--- config.mk ---
export PLATFORM = sky130hd
export DESIGN_NAME = rect_outline_pixel_generator_flat
export DESIGN_NICKNAME = d
export VERILOG_FILES = /design/src/sv/rop_pkg.sv /design/src/sv/rop_in_if.sv /design/src/sv/rop_out_if.sv /design/src/sv/rect_outline_pixel_generator.sv /design/src/sv/rop_flag.sv /design/src/sv/rop_scan.sv /design/src/flat_wrapper.sv
export SDC_FILE = /design/constraint.sdc
export NUM_CORES = 1
export LEC_CHECK = 0
export ABC_AREA = 1
export BUFFER_PORTS_ARGS = -buffer_cell sky130_fd_sc_hd__buf_2
export CORE_MARGIN = 5
export CORE_UTILIZATION = 50
export CTS_CLUSTER_DIAMETER = 120
export DETAILED_ROUTE_END_ITERATION = 7
export MAX_ROUTING_LAYER = met4
export PLACE_DENSITY = 0.69
export SLEW_MARGIN = 0
export SYNTH_ARGS = -nofsm -noshare
export SYNTH_HDL_FRONTEND = slang
export SYNTH_SLANG_ARGS = --single-unit
export TNS_END_PERCENT = 30
--- constraint.sdc ---
create_clock -name clk -period 5.62 [get_ports clk]
set_clock_uncertainty 0.05 [all_clocks]
set_input_delay 1.124 -clock clk [delete_from_list [all_inputs] [get_ports clk]]
set_output_delay 1.124 -clock clk [all_outputs]
set_load 0.005 [all_outputs]
--- src/sv/rop_pkg.sv ---
`default_nettype none
// ----------------------------------------------------------------------------
// rop_pkg: shared types for the rectangle outline pixel generator
// Action and corner mode codes used by the channels and the scan logic.
// ----------------------------------------------------------------------------
package rop_pkg;

	typedef enum logic {
		ACT_START   = 1'b0,
		ACT_ADVANCE = 1'b1
	} action_t;

	typedef enum logic {
		CORNER_SQUARE = 1'b0,
		CORNER_ROUND  = 1'b1
	} corner_mode_t;

endpackage
`default_nettype wire

--- src/sv/rop_in_if.sv ---
`default_nettype none
// ----------------------------------------------------------------------------
// rop_in_if: input item channel
// Valid/ready channel that carries start and advance items.
// ----------------------------------------------------------------------------
interface rop_in_if #(
	parameter int COORD_BITS = 12,
	parameter int COLOR_BITS = 32
);
	logic                    valid;
	logic                    ready;
	rop_pkg::action_t        action;
	logic [COORD_BITS-1:0]   origin_x;
	logic [COORD_BITS-1:0]   origin_y;
	logic [COORD_BITS-1:0]   rect_width;
	logic [COORD_BITS-1:0]   rect_height;
	logic [COORD_BITS-1:0]   border_thickness;
	logic [COLOR_BITS-1:0]   fill_color;
	rop_pkg::corner_mode_t   corner_mode;

	modport source (
		output valid, action, origin_x, origin_y, rect_width, rect_height,
		       border_thickness, fill_color, corner_mode,
		input  ready
	);
	modport sink (
		input  valid, action, origin_x, origin_y, rect_width, rect_height,
		       border_thickness, fill_color, corner_mode,
		output ready
	);
endinterface
`default_nettype wire

--- src/sv/rop_out_if.sv ---
`default_nettype none
// ----------------------------------------------------------------------------
// rop_out_if: result item channel
// Valid/ready channel that carries one pixel result per transaction.
// ----------------------------------------------------------------------------
interface rop_out_if #(
	parameter int COORD_BITS = 12,
	parameter int COLOR_BITS = 32
);
	logic                  valid;
	logic                  ready;
	logic                  write_enable;
	logic [COORD_BITS:0]   pixel_x;
	logic [COORD_BITS:0]   pixel_y;
	logic [COLOR_BITS-1:0] pixel_color;
	logic                  scan_done;

	modport source (
		output valid, write_enable, pixel_x, pixel_y, pixel_color, scan_done,
		input  ready
	);
	modport sink (
		input  valid, write_enable, pixel_x, pixel_y, pixel_color, scan_done,
		output ready
	);
endinterface
`default_nettype wire

--- src/sv/rect_outline_pixel_generator.sv ---
`default_nettype none
// ----------------------------------------------------------------------------
// rect_outline_pixel_generator: rectangle outline raster scan
// Turn start/advance items into per-position pixel writes for an outline.
// ----------------------------------------------------------------------------
// An advance item's result is offered from the result register: the input register
// loads at the accepting edge and the result register when the pipe next advances.
// Throughput: one item per cycle; both stages advance together whenever the
// result register is empty or its transaction completes.
// Reset: no item held, rectangle registers cleared, scan marked finished so an
// advance before any start gives an empty result with scan_done set.
module rect_outline_pixel_generator #(
	parameter int COORD_BITS = 12,
	parameter int COLOR_BITS = 32
) (
	input wire logic clk,
	input wire logic arst_n,
	rop_in_if.sink   in_ch,
	rop_out_if.source out_ch
);
	// stage 1: accepted item
	logic                  valid_s1;
	rop_pkg::action_t      action_s1;
	logic [COORD_BITS-1:0] origin_x_s1, origin_y_s1, width_s1, height_s1, thick_s1;
	logic [COLOR_BITS-1:0] color_s1;
	rop_pkg::corner_mode_t mode_s1;

	// stage 2: result register
	logic                  valid_s2;
	logic                  we_s2;
	logic [COORD_BITS:0]   pix_x_s2, pix_y_s2;
	logic [COLOR_BITS-1:0] color_s2;
	logic                  done_s2;

	// scan state seen by stage 1
	logic [COORD_BITS-1:0] col, row, size_w, size_h, band;
	rop_pkg::corner_mode_t rounded;
	logic [COORD_BITS:0]   pix_x, pix_y;
	logic [COLOR_BITS-1:0] color;
	logic                  finished, last, write_enable;
	logic                  advance;

	// Advance the whole pipe when the result register is free or being drained.
	assign advance     = !valid_s2 || out_ch.ready;
	assign in_ch.ready = advance;

	always_ff @(posedge clk or negedge arst_n) begin
		if (!arst_n) begin
			valid_s1 <= 1'b0;
		end else if (advance) begin
			valid_s1 <= in_ch.valid;
		end
	end

	// Payload of stage 1 needs no reset; load on every advance.
	always_ff @(posedge clk) begin
		if (advance) begin
			action_s1   <= in_ch.action;
			origin_x_s1 <= in_ch.origin_x;
			origin_y_s1 <= in_ch.origin_y;
			width_s1    <= in_ch.rect_width;
			height_s1   <= in_ch.rect_height;
			thick_s1    <= in_ch.border_thickness;
			color_s1    <= in_ch.fill_color;
			mode_s1     <= in_ch.corner_mode;
		end
	end

	// Scan state updates as the stage-1 item moves on.
	rop_scan #(
		.COORD_BITS(COORD_BITS),
		.COLOR_BITS(COLOR_BITS)
	) u_scan (
		.clk              (clk),
		.arst_n           (arst_n),
		.step             (valid_s1 && advance),
		.action           (action_s1),
		.origin_x         (origin_x_s1),
		.origin_y         (origin_y_s1),
		.rect_width       (width_s1),
		.rect_height      (height_s1),
		.border_thickness (thick_s1),
		.fill_color       (color_s1),
		.corner_mode      (mode_s1),
		.col              (col),
		.row              (row),
		.size_w           (size_w),
		.size_h           (size_h),
		.band             (band),
		.rounded          (rounded),
		.pix_x            (pix_x),
		.pix_y            (pix_y),
		.color            (color),
		.finished         (finished),
		.last             (last)
	);

	rop_flag #(
		.COORD_BITS(COORD_BITS)
	) u_flag (
		.col          (col),
		.row          (row),
		.size_w       (size_w),
		.size_h       (size_h),
		.band         (band),
		.corner_mode  (rounded),
		.write_enable (write_enable)
	);

	// Only advance items produce a result; a start item just drops out.
	always_ff @(posedge clk or negedge arst_n) begin
		if (!arst_n) begin
			valid_s2 <= 1'b0;
		end else if (advance) begin
			valid_s2 <= valid_s1 && (action_s1 == rop_pkg::ACT_ADVANCE);
		end
	end

	always_ff @(posedge clk) begin
		if (advance) begin
			if (finished) begin
				// nothing left to scan: empty result that flags the end
				we_s2    <= 1'b0;
				pix_x_s2 <= '0;
				pix_y_s2 <= '0;
				color_s2 <= '0;
				done_s2  <= 1'b1;
			end else begin
				we_s2    <= write_enable;
				pix_x_s2 <= pix_x;
				pix_y_s2 <= pix_y;
				color_s2 <= color;
				done_s2  <= last;
			end
		end
	end

	assign out_ch.valid        = valid_s2;
	assign out_ch.write_enable = we_s2;
	assign out_ch.pixel_x      = pix_x_s2;
	assign out_ch.pixel_y      = pix_y_s2;
	assign out_ch.pixel_color  = color_s2;
	assign out_ch.scan_done    = done_s2;

`ifndef SYNTH
	a_start_no_result: assert property (@(posedge clk) disable iff (!arst_n)
		valid_s1 && advance && (action_s1 == rop_pkg::ACT_START) |=> !out_ch.valid)
		else $error("start transaction produced a result");
	a_empty_result: assert property (@(posedge clk) disable iff (!arst_n)
		valid_s1 && advance && (action_s1 == rop_pkg::ACT_ADVANCE) && finished
		|=> out_ch.valid && out_ch.scan_done && !out_ch.write_enable &&
		    (out_ch.pixel_x == '0) && (out_ch.pixel_y == '0) && (out_ch.pixel_color == '0))
		else $error("empty end-of-scan result carries payload");
	a_stall_holds: assert property (@(posedge clk) disable iff (!arst_n)
		out_ch.valid && !out_ch.ready |=> out_ch.valid && $stable(out_ch.pixel_x))
		else $error("stalled result changed");
`endif
endmodule
`default_nettype wire

--- src/sv/rop_flag.sv ---
`default_nettype none
// ----------------------------------------------------------------------------
// rop_flag: outline membership test
// Decide whether a rectangle position lies on the square or rounded outline.
// ----------------------------------------------------------------------------
module rop_flag #(
	parameter int COORD_BITS = 12
) (
	input  wire logic [COORD_BITS-1:0] col,
	input  wire logic [COORD_BITS-1:0] row,
	input  wire logic [COORD_BITS-1:0] size_w,
	input  wire logic [COORD_BITS-1:0] size_h,
	input  wire logic [COORD_BITS-1:0] band,
	input  wire rop_pkg::corner_mode_t corner_mode,
	output logic                       write_enable
);
	// two extra bits: one for 2t, one as sign of a bound that went negative
	localparam int D = COORD_BITS + 2;

	logic [D-1:0] c_e, r_e, w_e, h_e, t_e, t2_e;
	logic [D-1:0] bw1, bw2, bh1, bh2;
	logic         in_band, cx, cy, corner_sq;

	// x >= bound, false on a negative bound
	function automatic logic ge_bound(input logic [D-1:0] x, input logic [D-1:0] b);
		return !b[D-1] && (x >= b);
	endfunction

	// bound > x, true on a negative bound
	function automatic logic gt_bound(input logic [D-1:0] b, input logic [D-1:0] x);
		return b[D-1] || (b > x);
	endfunction

	always_comb begin
		c_e  = {2'b00, col};
		r_e  = {2'b00, row};
		w_e  = {2'b00, size_w};
		h_e  = {2'b00, size_h};
		t_e  = {2'b00, band};
		t2_e = {1'b0, band, 1'b0};
		bw1  = w_e - t_e;
		bw2  = w_e - t2_e;
		bh1  = h_e - t_e;
		bh2  = h_e - t2_e;

		in_band = (c_e < t_e) || ge_bound(c_e, bw1) ||
		          (r_e < t_e) || ge_bound(r_e, bh1);
		cx = ((t_e <= c_e) && (c_e < t2_e)) || (gt_bound(bw1, c_e) && ge_bound(c_e, bw2));
		cy = ((t_e <= r_e) && (r_e < t2_e)) || (gt_bound(bh1, r_e) && ge_bound(r_e, bh2));
		corner_sq = ((c_e < t2_e) || ge_bound(c_e, bw2)) &&
		            ((r_e < t2_e) || ge_bound(r_e, bh2));

		if (corner_mode == rop_pkg::CORNER_ROUND) begin
			write_enable = (cx && cy) || (in_band && !corner_sq);
		end else begin
			write_enable = in_band;
		end
	end
endmodule
`default_nettype wire

--- src/sv/rop_scan.sv ---
`default_nettype none
// ----------------------------------------------------------------------------
// rop_scan: rectangle registers and raster counters
// Load a rectangle on a start item and step row-major on each advance item.
// ----------------------------------------------------------------------------
module rop_scan #(
	parameter int COORD_BITS = 12,
	parameter int COLOR_BITS = 32
) (
	input  wire logic                  clk,
	input  wire logic                  arst_n,
	input  wire logic                  step,
	input  wire rop_pkg::action_t      action,
	input  wire logic [COORD_BITS-1:0] origin_x,
	input  wire logic [COORD_BITS-1:0] origin_y,
	input  wire logic [COORD_BITS-1:0] rect_width,
	input  wire logic [COORD_BITS-1:0] rect_height,
	input  wire logic [COORD_BITS-1:0] border_thickness,
	input  wire logic [COLOR_BITS-1:0] fill_color,
	input  wire rop_pkg::corner_mode_t corner_mode,
	output logic [COORD_BITS-1:0]      col,
	output logic [COORD_BITS-1:0]      row,
	output logic [COORD_BITS-1:0]      size_w,
	output logic [COORD_BITS-1:0]      size_h,
	output logic [COORD_BITS-1:0]      band,
	output rop_pkg::corner_mode_t      rounded,
	output logic [COORD_BITS:0]        pix_x,
	output logic [COORD_BITS:0]        pix_y,
	output logic [COLOR_BITS-1:0]      color,
	output logic                       finished,
	output logic                       last
);
	logic [COORD_BITS-1:0] base_x_q, base_y_q, size_w_q, size_h_q, band_q;
	logic [COORD_BITS-1:0] col_q, row_q;
	logic [COLOR_BITS-1:0] color_q;
	rop_pkg::corner_mode_t rounded_q;
	logic                  finished_q;
	logic [COORD_BITS:0]   col_inc, row_inc;
	logic                  col_wrap, row_wrap;

	always_comb begin
		col_inc  = {1'b0, col_q} + {{COORD_BITS{1'b0}}, 1'b1};
		row_inc  = {1'b0, row_q} + {{COORD_BITS{1'b0}}, 1'b1};
		col_wrap = col_inc >= {1'b0, size_w_q};
		row_wrap = row_inc >= {1'b0, size_h_q};
		last     = !finished_q && col_wrap && row_wrap;
		pix_x    = {1'b0, base_x_q} + {1'b0, col_q};
		pix_y    = {1'b0, base_y_q} + {1'b0, row_q};
	end

	always_ff @(posedge clk or negedge arst_n) begin
		if (!arst_n) begin
			base_x_q   <= '0;
			base_y_q   <= '0;
			size_w_q   <= '0;
			size_h_q   <= '0;
			band_q     <= '0;
			color_q    <= '0;
			rounded_q  <= rop_pkg::CORNER_SQUARE;
			col_q      <= '0;
			row_q      <= '0;
			finished_q <= 1'b1;
		end else if (step) begin
			if (action == rop_pkg::ACT_START) begin
				base_x_q   <= origin_x;
				base_y_q   <= origin_y;
				size_w_q   <= rect_width;
				size_h_q   <= rect_height;
				band_q     <= border_thickness;
				color_q    <= fill_color;
				rounded_q  <= corner_mode;
				col_q      <= '0;
				row_q      <= '0;
				finished_q <= (rect_width == '0) || (rect_height == '0);
			end else if (!finished_q) begin
				if (col_wrap) begin
					col_q <= '0;
					row_q <= row_wrap ? '0 : row_inc[COORD_BITS-1:0];
				end else begin
					col_q <= col_inc[COORD_BITS-1:0];
				end
				if (last) begin
					finished_q <= 1'b1;
				end
			end
		end
	end

	assign col      = col_q;
	assign row      = row_q;
	assign size_w   = size_w_q;
	assign size_h   = size_h_q;
	assign band     = band_q;
	assign rounded  = rounded_q;
	assign color    = color_q;
	assign finished = finished_q;

`ifndef SYNTH
	a_idle_rewound: assert property (@(posedge clk) disable iff (!arst_n)
		finished_q |-> (col_q == '0) && (row_q == '0))
		else $error("scan idle with counters away from origin");
	a_in_bounds: assert property (@(posedge clk) disable iff (!arst_n)
		!finished_q |-> (col_q < size_w_q) && (row_q < size_h_q))
		else $error("scan position outside rectangle");
	a_last_ends: assert property (@(posedge clk) disable iff (!arst_n)
		step && (action == rop_pkg::ACT_ADVANCE) && last |=> finished_q)
		else $error("final position did not end the scan");
`endif
endmodule
`default_nettype wire
--- src/flat_wrapper.sv ---
// flat-port wrapper written by rule: the top's interface ports become plain ports
module rect_outline_pixel_generator_flat 
#(
	parameter int COORD_BITS = 12,
	parameter int COLOR_BITS = 32
)
  (clk, arst_n, in_ch_valid, in_ch_action, in_ch_origin_x, in_ch_origin_y, in_ch_rect_width, in_ch_rect_height, in_ch_border_thickness, in_ch_fill_color, in_ch_corner_mode, in_ch_ready, out_ch_valid, out_ch_write_enable, out_ch_pixel_x, out_ch_pixel_y, out_ch_pixel_color, out_ch_scan_done, out_ch_ready);
  rop_in_if #(.COORD_BITS(COORD_BITS), .COLOR_BITS(COLOR_BITS)) in_ch_i ();
  rop_out_if #(.COORD_BITS(COORD_BITS), .COLOR_BITS(COLOR_BITS)) out_ch_i ();
  input wire logic clk;
  input wire logic arst_n;
  input wire logic [$bits(in_ch_i.valid)-1:0] in_ch_valid;
  input wire logic [$bits(in_ch_i.action)-1:0] in_ch_action;
  input wire logic [$bits(in_ch_i.origin_x)-1:0] in_ch_origin_x;
  input wire logic [$bits(in_ch_i.origin_y)-1:0] in_ch_origin_y;
  input wire logic [$bits(in_ch_i.rect_width)-1:0] in_ch_rect_width;
  input wire logic [$bits(in_ch_i.rect_height)-1:0] in_ch_rect_height;
  input wire logic [$bits(in_ch_i.border_thickness)-1:0] in_ch_border_thickness;
  input wire logic [$bits(in_ch_i.fill_color)-1:0] in_ch_fill_color;
  input wire logic [$bits(in_ch_i.corner_mode)-1:0] in_ch_corner_mode;
  output wire logic [$bits(in_ch_i.ready)-1:0] in_ch_ready;
  output wire logic [$bits(out_ch_i.valid)-1:0] out_ch_valid;
  output wire logic [$bits(out_ch_i.write_enable)-1:0] out_ch_write_enable;
  output wire logic [$bits(out_ch_i.pixel_x)-1:0] out_ch_pixel_x;
  output wire logic [$bits(out_ch_i.pixel_y)-1:0] out_ch_pixel_y;
  output wire logic [$bits(out_ch_i.pixel_color)-1:0] out_ch_pixel_color;
  output wire logic [$bits(out_ch_i.scan_done)-1:0] out_ch_scan_done;
  input wire logic [$bits(out_ch_i.ready)-1:0] out_ch_ready;
  assign in_ch_i.valid = in_ch_valid;
  assign in_ch_i.action = in_ch_action;
  assign in_ch_i.origin_x = in_ch_origin_x;
  assign in_ch_i.origin_y = in_ch_origin_y;
  assign in_ch_i.rect_width = in_ch_rect_width;
  assign in_ch_i.rect_height = in_ch_rect_height;
  assign in_ch_i.border_thickness = in_ch_border_thickness;
  assign in_ch_i.fill_color = in_ch_fill_color;
  assign in_ch_i.corner_mode = in_ch_corner_mode;
  assign in_ch_ready = in_ch_i.ready;
  assign out_ch_valid = out_ch_i.valid;
  assign out_ch_write_enable = out_ch_i.write_enable;
  assign out_ch_pixel_x = out_ch_i.pixel_x;
  assign out_ch_pixel_y = out_ch_i.pixel_y;
  assign out_ch_pixel_color = out_ch_i.pixel_color;
  assign out_ch_scan_done = out_ch_i.scan_done;
  assign out_ch_i.ready = out_ch_ready;
  rect_outline_pixel_generator #(.COORD_BITS(COORD_BITS), .COLOR_BITS(COLOR_BITS)) u_core (.clk(clk), .arst_n(arst_n), .in_ch(in_ch_i), .out_ch(out_ch_i));
endmodule
Yosys cells after proc, flatten, opt, wreduce, memory -nomap -nowiden

Index checks and enable logic that the tools add are counted.

Register bits after elaboration: 274
Bits of input ports: 98
Output and inout bits: 62

$add $sub $neg: 8
$lt $le $gt $ge: 14
Equality and inequality tests: 2
Multiplexer cells: 11
Bitwise logic cells: 1
Reductions and logical operators: 39

Operator list:

| cell                    | count |
|---|---|
| $mux W12                | 7 |
| $ge A12 B14 Y1          | 4 |
| $gt A14 B12 Y1          | 2 |
| $sub A12 B13 Y14        | 2 |
| $add A12 B1 Y13 const B | 2 |
| $add A12 B12 Y13        | 2 |
| $ge A13 B12 Y1          | 2 |
| $lt A12 B13 Y1          | 2 |
| $sub A12 B12 Y13        | 2 |
| $le A12 B12 Y1          | 2 |
| $logic_not A12 Y1       | 2 |
| $lt A12 B12 Y1          | 2 |
| $logic_and A1 B1 Y1     | 15 |
| $logic_or A1 B1 Y1      | 12 |
| $logic_not A1 Y1        | 7 |
| $mux W1                 | 4 |
| $ne A2 B2 Y1 const B    | 2 |
| $reduce_and A2 Y1       | 2 |
| $reduce_and A3 Y1       | 1 |
| $not A1 Y1              | 1 |

Logic depth before layout (Yosys ltp)

Gate-level depths: netlist (run 1).

Depth after elaboration: 9
Depth in mapped cells: 25

Cells and area by module

From an unflattened synthesis (run 1), not the netlist that was laid out.

Cells, all modules: 1679
Area, all modules: 16359.4 um^2

Modules (own cells, without submodules):

| module                       | instances | cells each | area an instance (um^2) | sequential area each (um^2) |
|---|---|---|---|---|
| rop_scan                     | 1         | 720        | 6800.3                  | 2954.1 |
| rect_outline_pixel_generator | 1         | 290        | 5206.2                  | 4674.5 |
| rop_flag                     | 1         | 669        | 4352.9                  | 0.0 |

Worst setup path after synthesis (run 1)

OpenSTA, ideal clock, no wires.

Kind: input to output
Start point: in out_ch_ready
End point: out in_ch_ready
Arrival: 4.187 ns
Data required time: 4.446 ns
Slack: 0.259 ns
Stages on the path: 2
Cells stage by stage: nor2_1 > inv_1

Cells in the longest elaborated chain, start to end: 1

Ends and longest elaborated chain:

| what               | line                               | source |
|---|---|---|
| start, declared    | flat_wrapper.sv:28                 | `input wire logic [$bits(out_ch_i.ready)-1:0] out_ch_ready;` |
| $logic_or A1 B1 Y1 | rect_outline_pixel_generator.sv:44 | `assign advance = !valid_s2 \|\| out_ch.ready;` |
| end, declared      | flat_wrapper.sv:21                 | `output wire logic [$bits(in_ch_i.ready)-1:0] in_ch_ready;` |

Every way passes these cells.

Final worst setup path (run 1)

Start point: reg u_core.u_scan.band_q[1], in the netlist u_core.u_scan.band[1]
End point: reg u_core.we_s2, in the netlist u_core.out_ch.write_enable (data pin)

Cells in the longest elaborated chain, start to end: 9

Ends and longest elaborated chain:

| what                                                      | line                                           | source |
|---|---|---|
| start, declared                                           | rop_scan.sv:33                                 | `logic [COORD_BITS-1:0] base_x_q, base_y_q, size_w_q, size_h_q, band_q;` |
| start signal, assigned                                    | rop_scan.sv:69                                 | `band_q <= border_thickness;` |
| $sub A12 B13 Y14 (tied with other cells)                  | rop_flag.sv:42                                 | `bw2 = w_e - t2_e;` |
| $ge A12 B14 Y1 or $logic_not A1 Y1 (tied branches)        | rop_flag.sv:26                                 | `return !b[D-1] && (x >= b);` |
| $logic_and A1 B1 Y1                                       | rop_flag.sv:26                                 |  |
| $logic_or A1 B1 Y1 (on tied branches)                     | rop_flag.sv:50, rop_flag.sv:46, rop_flag.sv:51 |  |
| $logic_and A1 B1 Y1 or $logic_or A1 B1 Y1 (tied branches) | rop_flag.sv:50, rop_flag.sv:46                 |  |
| $logic_not A1 Y1 or $logic_or A1 B1 Y1 (tied branches)    | rop_flag.sv:54, rop_flag.sv:47                 |  |
| $logic_and A1 B1 Y1                                       | rop_flag.sv:54                                 | `write_enable = (cx && cy) \|\| (in_band && !corner_sq);` |
| $logic_or A1 B1 Y1                                        | rop_flag.sv:54                                 |  |
| $mux W1 (*)                                               | rop_flag.sv:53                                 | `if (corner_mode == rop_pkg::CORNER_ROUND) begin` |
| end signal, assigned                                      | rect_outline_pixel_generator.sv:129            | `we_s2 <= write_enable;` |
| end, declared                                             | rect_outline_pixel_generator.sv:30             | `logic we_s2;` |

Every way passes the cells marked *; elsewhere a longest branch is shown, timed or not.
A chain may end at the register's enable or synchronous reset.

==> metrics.cfg, run 1 <==
[status]
status = completed

[worst_hold_path]
hp-class = flop to flop

[die]
initial_utilization_pct = 50.9
die_h_um = 187
die_w_um = 187
dieArea_sq_mm = 0.0350
coreArea_sq_mm = 0.0307
rows = 64
pin_count = 160

[setup_path]
cp.required_ns = 5.86
cp-start-kind = flop
path_cells = inv_1 > ha_1 > a21o_1 > a31oi_1 > o21ai_0 > nand3_1 > nand2_1 > a21oi_1 > nor2_1 > nor2_1 > xor2_1 > inv_1 > ha_1 > nand2_1 > nor2_1 > nand3_1 > nand2_1 > nand2_1 > nand3_1 > nand2_1 > nand3_1 > a21oi_1
critPathCaptureType = flop
crit_family = simple AND/OR/NAND/NOR gates
cpMaxStageDelayCell = dfrtp_1
path_common_cell = nand2_1
critPathMaxStageDelay_ns = 0.48
worstPathArrival_ns = 4.02
crit_buf_inv = 2
critPathKind = flop to flop
crit_fanout = 9

[cells_and_area]
syn_to_final_growth_pct = 13.9
finalNetCount = 2115
drive_gt1_share_pct = 12.4
final_cell_count_no_fill = 2243

[drt]
drt-pass1-iter-count = 5
drcViolationCount = 0
routed_wl_um = 38100
drtIter0Drc = 677
wl_per_cell_um = 17.0
detail_route.vias_per_cell = 5.40
dr_total_vias = 12118
ant_nets = 0

[cts]
postCtsSetupRepairBufs = 0
cts_tree = done
numCtsBuffers = 29
clock-sinks = 274
cts_resized = 0
cts_buffer_depth = 3
htree_levels = 1
cts_hold_buf = 0
clk_pin_slew_worst_paths_ns = 0.07
clk_latency_ns = 0.56
root_buffer = clkbuf_16

[synth]
ys_ff_latch = 274
ys_types = 46
yosysTopAreaCell = edfxtp_1
synth_edf_count = 154
syn_nets = 1950
syn-cell-area_sq_mm = 0.0157
synth-seq-area-share_pct = 48.7
syn-instance-count = 1658
postSynthAreaPerCell_sq_um = 9.44
synth_area_leaders = edfxtp_1, dfrtp_1, ha_1
async_flop_share_pct = 43.8
synth_ff_type = edfxtp_1
synth_most_common_cell = nand2_1
synth_top_area_share_pct = 29.5
yosysWarnings = 0
yosys-top-cells-count = nand2_1, inv_1, ha_1, edfxtp_1, o21ai_0

[global_routing]
grt_pass1_wl_um = 61500
antenna_found_initial = 1
grt_pass1_vias = 12368
grt-ovfl-total = 0
grt.total_usage_pct = 22.0
grt_max_degree = 84

[pwr]
power_density_mw_per_mm2 = 482
p_leak_nw = 8.65
ir_drop_v = 0.000296

[sta]
postLayoutSetupSlackWorst_ns = 1.84
period_minus_slack_ns = 3.78
setup_viol = 0
rsz0062_at_grt = false
finalHoldViolCount = 0
worst_pin_slew_ns = 0.926
timing.final.crit_share_pct = 67.2
max_freq_mhz = 265
finalSetupTns_ns = 0
finalMaxSlewViolations = 0
slew_headroom_pct = 38.3

[place]
routabilityCongestion = 0.942
place_inst = 2188
numPortBuffers = 159
dp_hpwl_um = 28900
pre_cts_ws_ns = 1.91

[run]
maxCapViolCount = 0

==> tightest hold or removal path, delay by kind of cell, from the launching register on <==
family / cells / cell delay, ns
DFF: 1 / 0.32
and+or+nand+nor: 2 / 0.10
==> flip-flops by register name (all words and copies together), names as in the netlist, 12 cells and up <==
name,cells
u_core.out_ch.pixel_x,13
u_core.color_s1,32
u_core.out_ch.pixel_y,13
u_core.origin_y_s1,12
u_core.u_scan.base_x_q,12
u_core.u_scan.size_h,12
u_core.u_scan.color,32
u_core.width_s1,12
u_core.u_scan.base_y_q,12
u_core.u_scan.band,12
u_core.out_ch.pixel_color,32
u_core.origin_x_s1,12
u_core.u_scan.size_w,12
u_core.height_s1,12
u_core.u_scan.row,12
u_core.thick_s1,12
u_core.u_scan.col,12
==> per-layer routing <==
metal	up-vias	part of all wire [%]	GRT usage, %
met2	300	50	38.8
li1	5998	-	-
met4	0	3.3	6.48
met5	-	0	-
met3	90	4.3	2.87
met1	5730	42	26.7
==> logic make-up after synthesis <==
| logic type | count (synthesis) | synth area share (%) |
|---|---|---|
| AND/OR/NAND/NOR | 551 | 14.7 |
| AO/OA/AOI/OAI | 325 | 11.4 |
| flip-flops | 274 | 48.7 |
| buffers and inverters | 259 | 6.33 |
| adder cells (fa/ha/maj) | 194 | 15.8 |
| XOR/XNOR | 55 | 3.08 |
==> cells in the final DEF (no fill, tap or decap), types with 6 or more instances in the layout <==
cell type	n
xnor2_1	12
nand4_1	22
nor2_1	96
fa_1	6
dfrtp_1	119
nor4_1	11
clkbuf_16	29
o21ai_1	10
a21oi_1	122
nand2_1	336
a31oi_1	8
o211ai_1	9
nor3_1	18
nand3_1	55
buf_2	158
clkinv_2	8
edfxtp_1	154
a211oi_1	8
o21bai_1	6
xor2_1	43
o21ai_0	136
buf_4	9
inv_1	223
ha_1	188
==> cell type report <==
type | count | area [sq um]
inverter | 226 | 853
clock inverter | 20 | 206
sequential | 274 | 7630
tap | 396 | 495
multi-input combinational | 1125 | 7050
fill | 2747 | 12900
antenna | 1 | 2.50
clock buffer | 34 | 744
timing repair buffer | 167 | 858
==> stage by stage <==
stage / hold WS [ns] / power [mW] / utilization (%) / area [sq um]
after global routing: 0.422 / 9.32 / 58.0 / 17800
after global placement: 0.381 / 6.56 / 54.9 / 16900
final: 0.394 / 8.59 / 58.0 / 17800
after floorplan: 0.375 / 5.62 / - / 15700
after detailed placement: 0.386 / 6.68 / 54.9 / 16900
after CTS: 0.400 / 8.64 / 58.0 / 17800
==> path summary, 6_finish.rpt <==
| kind | start | endpoint | slack [ns] | depth (start not counted) |
|---|---|---|---|---|
| min in group asynchronous | arst_n | u_core.u_scan.base_x_q[7]$_DFFE_PN0P_ | 0.62 | 1 |
| worst max register to register | u_core.u_scan.band[1]$_DFFE_PN0P_ | u_core.out_ch.write_enable$_SDFFCE_PP0N_ | 1.84 | 22 |
| worst min register to register | u_core.origin_y_s1[2]$_DFFE_PN_ | u_core.u_scan.base_y_q[2]$_DFFE_PN0P_ | 0.39 | 2 |
| worst max-delay path | u_core.u_scan.band[1]$_DFFE_PN0P_ | u_core.out_ch.write_enable$_SDFFCE_PP0N_ | 1.84 | 22 |
| max in group asynchronous | arst_n | u_core.u_scan.finished$_DFFE_PN1P_ | 3.93 | 2 |
| worst min-delay path | u_core.origin_y_s1[2]$_DFFE_PN_ | u_core.u_scan.base_y_q[2]$_DFFE_PN0P_ | 0.39 | 2 |
==> where the power goes <==
| group | internal (mW) | switching [mW] | total (mW) |
|---|---|---|---|
| Sequential | 2.64 | 0.263 | 2.90 |
| Clock | 1.10 | 0.819 | 1.91 |
| Combinational | 1.49 | 2.29 | 3.78 |
| Total | 5.22 | 3.37 | 8.59 |
(Power assumes the default switching activity.)
==> inputs of run 2 (changes only) <==
--- a/config.mk
+++ b/config.mk
@@ -5,14 +5,14 @@
 export SDC_FILE = /design/constraint.sdc
 export NUM_CORES = 1
 export LEC_CHECK = 0
-export ABC_AREA = 1
+export ABC_AREA = 0
 export BUFFER_PORTS_ARGS = -buffer_cell sky130_fd_sc_hd__buf_2
 export CORE_MARGIN = 5
 export CORE_UTILIZATION = 50
 export CTS_CLUSTER_DIAMETER = 120
 export DETAILED_ROUTE_END_ITERATION = 7
 export MAX_ROUTING_LAYER = met4
-export PLACE_DENSITY = 0.69
+export PLACE_DENSITY = 0.72
 export SLEW_MARGIN = 0
 export SYNTH_ARGS = -nofsm -noshare
 export SYNTH_HDL_FRONTEND = slang
==> constraint.sdc (replaced) <==
create_clock -name clk -period 3.1 [get_ports clk]
set_clock_uncertainty 0.05 [all_clocks]
set_input_delay 0.62 -clock clk [delete_from_list [all_inputs] [get_ports clk]]
set_output_delay 0.62 -clock clk [all_outputs]
set_load 0.005 [all_outputs]
==> run 2 against run 1 <==
Effect of this change: the run now ends with setup timing left; sequential cell count unchanged; count of clock-buffer cells in the layout shrank 1; maximum frequency increased by 0.78%; highest routed layer unchanged; die area shrank 1.6%; combinational power increased by 130%; total power rose by 110%; sequential share of layout area fell by 4.9 points; critical endpoint unchanged.
==> metrics.cfg, run 2 <==
[status]
status = finished, violations left
failed_checks = setup timing

[setup_path]
cp-start-kind = flop
cp.required_ns = 3.37  ; -2.49 ns
path_common_cell = buf_4
critPathKind = flop to flop
critPathMaxStageDelay_ns = 0.44  ; -0.04 ns
r2r_slack_ns = -0.65  ; -2.49 ns
path_cells = inv_4 > buf_12 > ha_4 > nor2b_4 > o21ai_2 > buf_4 > buf_4 > buf_4 > buf_4 > buf_4 > buf_4 > nand2_2 > nor2_2 > nor2_1 > ha_1 > nand4_1 > a21oi_2 > o311ai_1 > a21oi_1 > a211oi_2 > a2111o_1 > o311ai_2 > o41ai_2
cpMaxStageDelayCell = dfrtp_2
setup.worst_path.end = u_core.out_ch.write_enable$_SDFFCE_PP0N_
cp-startpoint = u_core.u_scan.band[1]$_DFFE_PN0P_
rr_endpoint = u_core.out_ch.write_enable$_SDFFCE_PP0N_
crit_fanout = 3  ; -6
reg2reg_depth = 23  ; +4.5%
critPathCaptureType = flop
r2r_start = u_core.u_scan.band[1]$_DFFE_PN0P_
worstPathArrival_ns = 4.01  ; about the same

[run]
maxCapViolCount = 0  ; unchanged

[synth]
synth_area_leaders = edfxtp_1, dfrtp_1, ha_1
synth_mux_area_share_pct = 4.17  ; +4.2 points
yosys-top-cells-count = ha_1, edfxtp_1, dfrtp_1, nand2_1, o21ai_0
synth_simple_gate_area_share_pct = 11.1  ; -3.7 points
postSynthAreaPerCell_sq_um = 11.4  ; +20%
synth_top_area_share_pct = 30.0  ; +0.50 points
ys_types = 75  ; +63%
syn-cell-area_sq_mm = 0.0154  ; -1.7%
synthAdderAreaFrac_pct = 16.1  ; +0.27 points
synth_top_family_by_area = adder cells
synth_compound_area_share_pct = 12.6  ; +1.2 points
synth_edf_count = 154  ; unchanged
synth_most_common_cell = ha_1
synth-seq-area-share_pct = 49.5  ; +0.83 points
ys_ff_latch = 274  ; unchanged
yosysWarnings = 0  ; unchanged
async_flop_share_pct = 43.8  ; unchanged
syn-instance-count = 1354  ; -18%
syn_nets = 1646  ; -16%
yosysTopAreaCell = edfxtp_1
synth-xor-area-share_pct = 3.47  ; +0.39 points
synth_ff_type = edfxtp_1

[sta]
max_freq_mhz = 267  ; +0.78%
finalHoldViolCount = 0  ; unchanged
postLayoutSetupSlackWorst_ns = -0.647  ; -2.49 ns
finalMaxSlewViolations = 0  ; unchanged
timing.final.crit_share_pct = 121  ; +54 points
slew_headroom_pct = 42.9  ; +4.7 points
finalSetupTns_ns = -2.91  ; -2.91 ns
fin_hold_ws_ns = 0.0496  ; -0.344 ns
worst_pin_slew_ns = 0.856  ; -0.0703 ns
period_minus_slack_ns = 3.75  ; -0.0291 ns
rsz0062_at_grt = true
setup_viol = 25  ; +25

[global_routing]
grt.met3_usage_pct = 5.10  ; +2.2 points
busiest_layer = met2
grt_max_degree = 89  ; +6.0%
grt_use_met2_pct = 40.2  ; +1.4 points
grt_use_met1_pct = 31.7  ; +5.0 points
grt_pass1_wl_um = 65200  ; +5.9%
grt-ovfl-total = 0  ; unchanged
grt.total_usage_pct = 25.0  ; +3.0 points
grt_pass1_vias = 12278  ; -0.73%
antenna_found_initial = 3  ; +2

[die]
die_h_um = 185  ; -0.79%
initial_utilization_pct = 50.5  ; -0.46 points
pin_count = 160  ; unchanged
die_w_um = 185  ; -0.79%
coreArea_sq_mm = 0.0305  ; -0.78%
rows = 64  ; unchanged
dieArea_sq_mm = 0.0344  ; -1.6%

[pwr]
p_leak_nw = 9.21  ; +6.5%
power_density_mw_per_mm2 = 904  ; +88%
ir_drop_v = 0.000807  ; +170%

[drt]
detail_route.vias_per_cell = 5.53  ; +2.4%
drt-pass1-iter-count = 5  ; unchanged
routed_wl_um = 42200  ; +11%
dr_total_vias = 11961  ; -1.3%
wl_per_cell_um = 19.5  ; +15%
drtIter0Drc = 589  ; -13%
drcViolationCount = 0  ; unchanged
ant_nets = 0  ; unchanged

[cts]
root_buffer = clkbuf_16
htree_levels = 1  ; unchanged
clock-sinks = 274  ; unchanged
clk_latency_ns = 0.60  ; +0.04 ns
cts_buffer_depth = 3  ; unchanged
numCtsBuffers = 30  ; +3.4%
clk_pin_slew_worst_paths_ns = 0.06  ; about the same
cts_tree = done

[cells_and_area]
final_common_cell = buf_4
drive_gt1_share_pct = 35.0  ; +23 points
layout_common_cells = buf_4, ha_1, buf_2, edfxtp_1, dfrtp_1
syn_to_final_growth_pct = 30.7
finalNetCount = 2032  ; -3.9%

[worst_hold_path]
hp-class = input port to async pin

[place]
routabilityCongestion = 0.924  ; -1.8%
dp_hpwl_um = 31400  ; +8.4%
numPortBuffers = 159  ; unchanged

==> run 2: cell types whose count changed after synthesis, sizes merged, moves of 28 or more <==
cell / previous run / this run
inv: 225 / 94
nand3: 57 / 29
nand2: 336 / 105
o21ai: 147 / 110
mux2: 0 / 57
nor2b: 1 / 55
a21oi: 123 / 53
nor2: 99 / 60
==> run 2: what timing repair did <==
action                     CTS  global route
pin swaps                   32            44
setup buffers               23             8
hold buffers                 0             0
resized for setup           64            72
setup endpoints to repair   27            29
==> run 2: per-stage QoR <==
stage / setup WS [ns] / instances / util (%) / instance area [sq um] / power (mW)
finish: -0.647 / 2163 / 66.0 / 20100 / 18.2
global route: -0.764 / 2163 / 66.0 / 20100 / 19.5
CTS: -0.582 / 2152 / 64.7 / 19700 / 17.9
detailed placement: -0.688 / 2074 / 59.6 / 18200 / 13.4
global placement: -0.560 / 2074 / 59.6 / 18200 / 13.2
floorplan: -0.257 / 1354 / - / 15500 / 10.3
==> run 2: worst max-delay path, delay by kind of cell, from the launching register on <==
family | cells | cell delay (ns)
flip-flops | 1 | 0.44
AND/OR/NAND/NOR | 5 | 0.45
adder cells (fa/ha/maj) | 2 | 0.46
buffers and inverters | 8 | 0.81
AO/OA/AOI/OAI | 8 | 1.23
==> run 2: kinds of logic after synthesis <==
logic type	Yosys count
buffers and inverters	123
muxes	57
adders and majority gates	194
DFF	274
and+or+nand+nor	343
xor gates and xnor gates	61
AOI/OAI and AO/OA	302
==> run 2: worst min path at each step <==
stage	from	cells past startpoint	slack (ns)	endpoint
global route	arst_n	2	0.06	u_core.u_scan.base_x_q[11]$_DFFE_PN0P_
global placement	u_core.mode_s1$_DFFE_PN_	2	0.39	u_core.u_scan.rounded$_DFFE_PN0P_
detailed placement	u_core.mode_s1$_DFFE_PN_	2	0.39	u_core.u_scan.rounded$_DFFE_PN0P_
finish	arst_n	2	0.05	u_core.u_scan.base_x_q[7]$_DFFE_PN0P_
CTS	arst_n	2	0.04	u_core.u_scan.base_x_q[6]$_DFFE_PN0P_
floorplan	arst_n	0	0.27	u_core.out_ch.valid$_DFFE_PN0N_
==> run 2: final cells by class <==
| cell class | instances | area (sq um) |
|---|---|---|
| multi-input cells | 957 | 7890 |
| repair buffers | 380 | 2600 |
| flip-flops and latches | 274 | 7630 |
| fillers | 2235 | 10400 |
| inverters | 97 | 370 |
| clock inverters | 23 | 368 |
| clock buffers | 33 | 762 |
| diodes | 3 | 7.51 |
| well taps | 396 | 495 |
==> run 2: metal layers <==
layer | vias to the layer above | wire length (um) | share of wire [%]
met1 | 5783 | 18000 | 43
met3 | 92 | 2830 | 6.7
met2 | 362 | 19700 | 47
li1 | 5724 | - | -
met4 | 0 | 1630 | 3.9
met5 | - | 0 | 0
==> run 2: power breakdown <==
| group | internal (mW) | switching [mW] | leakage [nW] | total (mW) |
|---|---|---|---|---|
| Clock | 2.47 | 1.57 | 0.541 | 4.03 |
| Combinational | 4.36 | 4.44 | 5.58 | 8.80 |
| Sequential | 4.87 | 0.500 | 3.08 | 5.37 |
| Total | 11.7 | 6.51 | 9.21 | 18.2 |
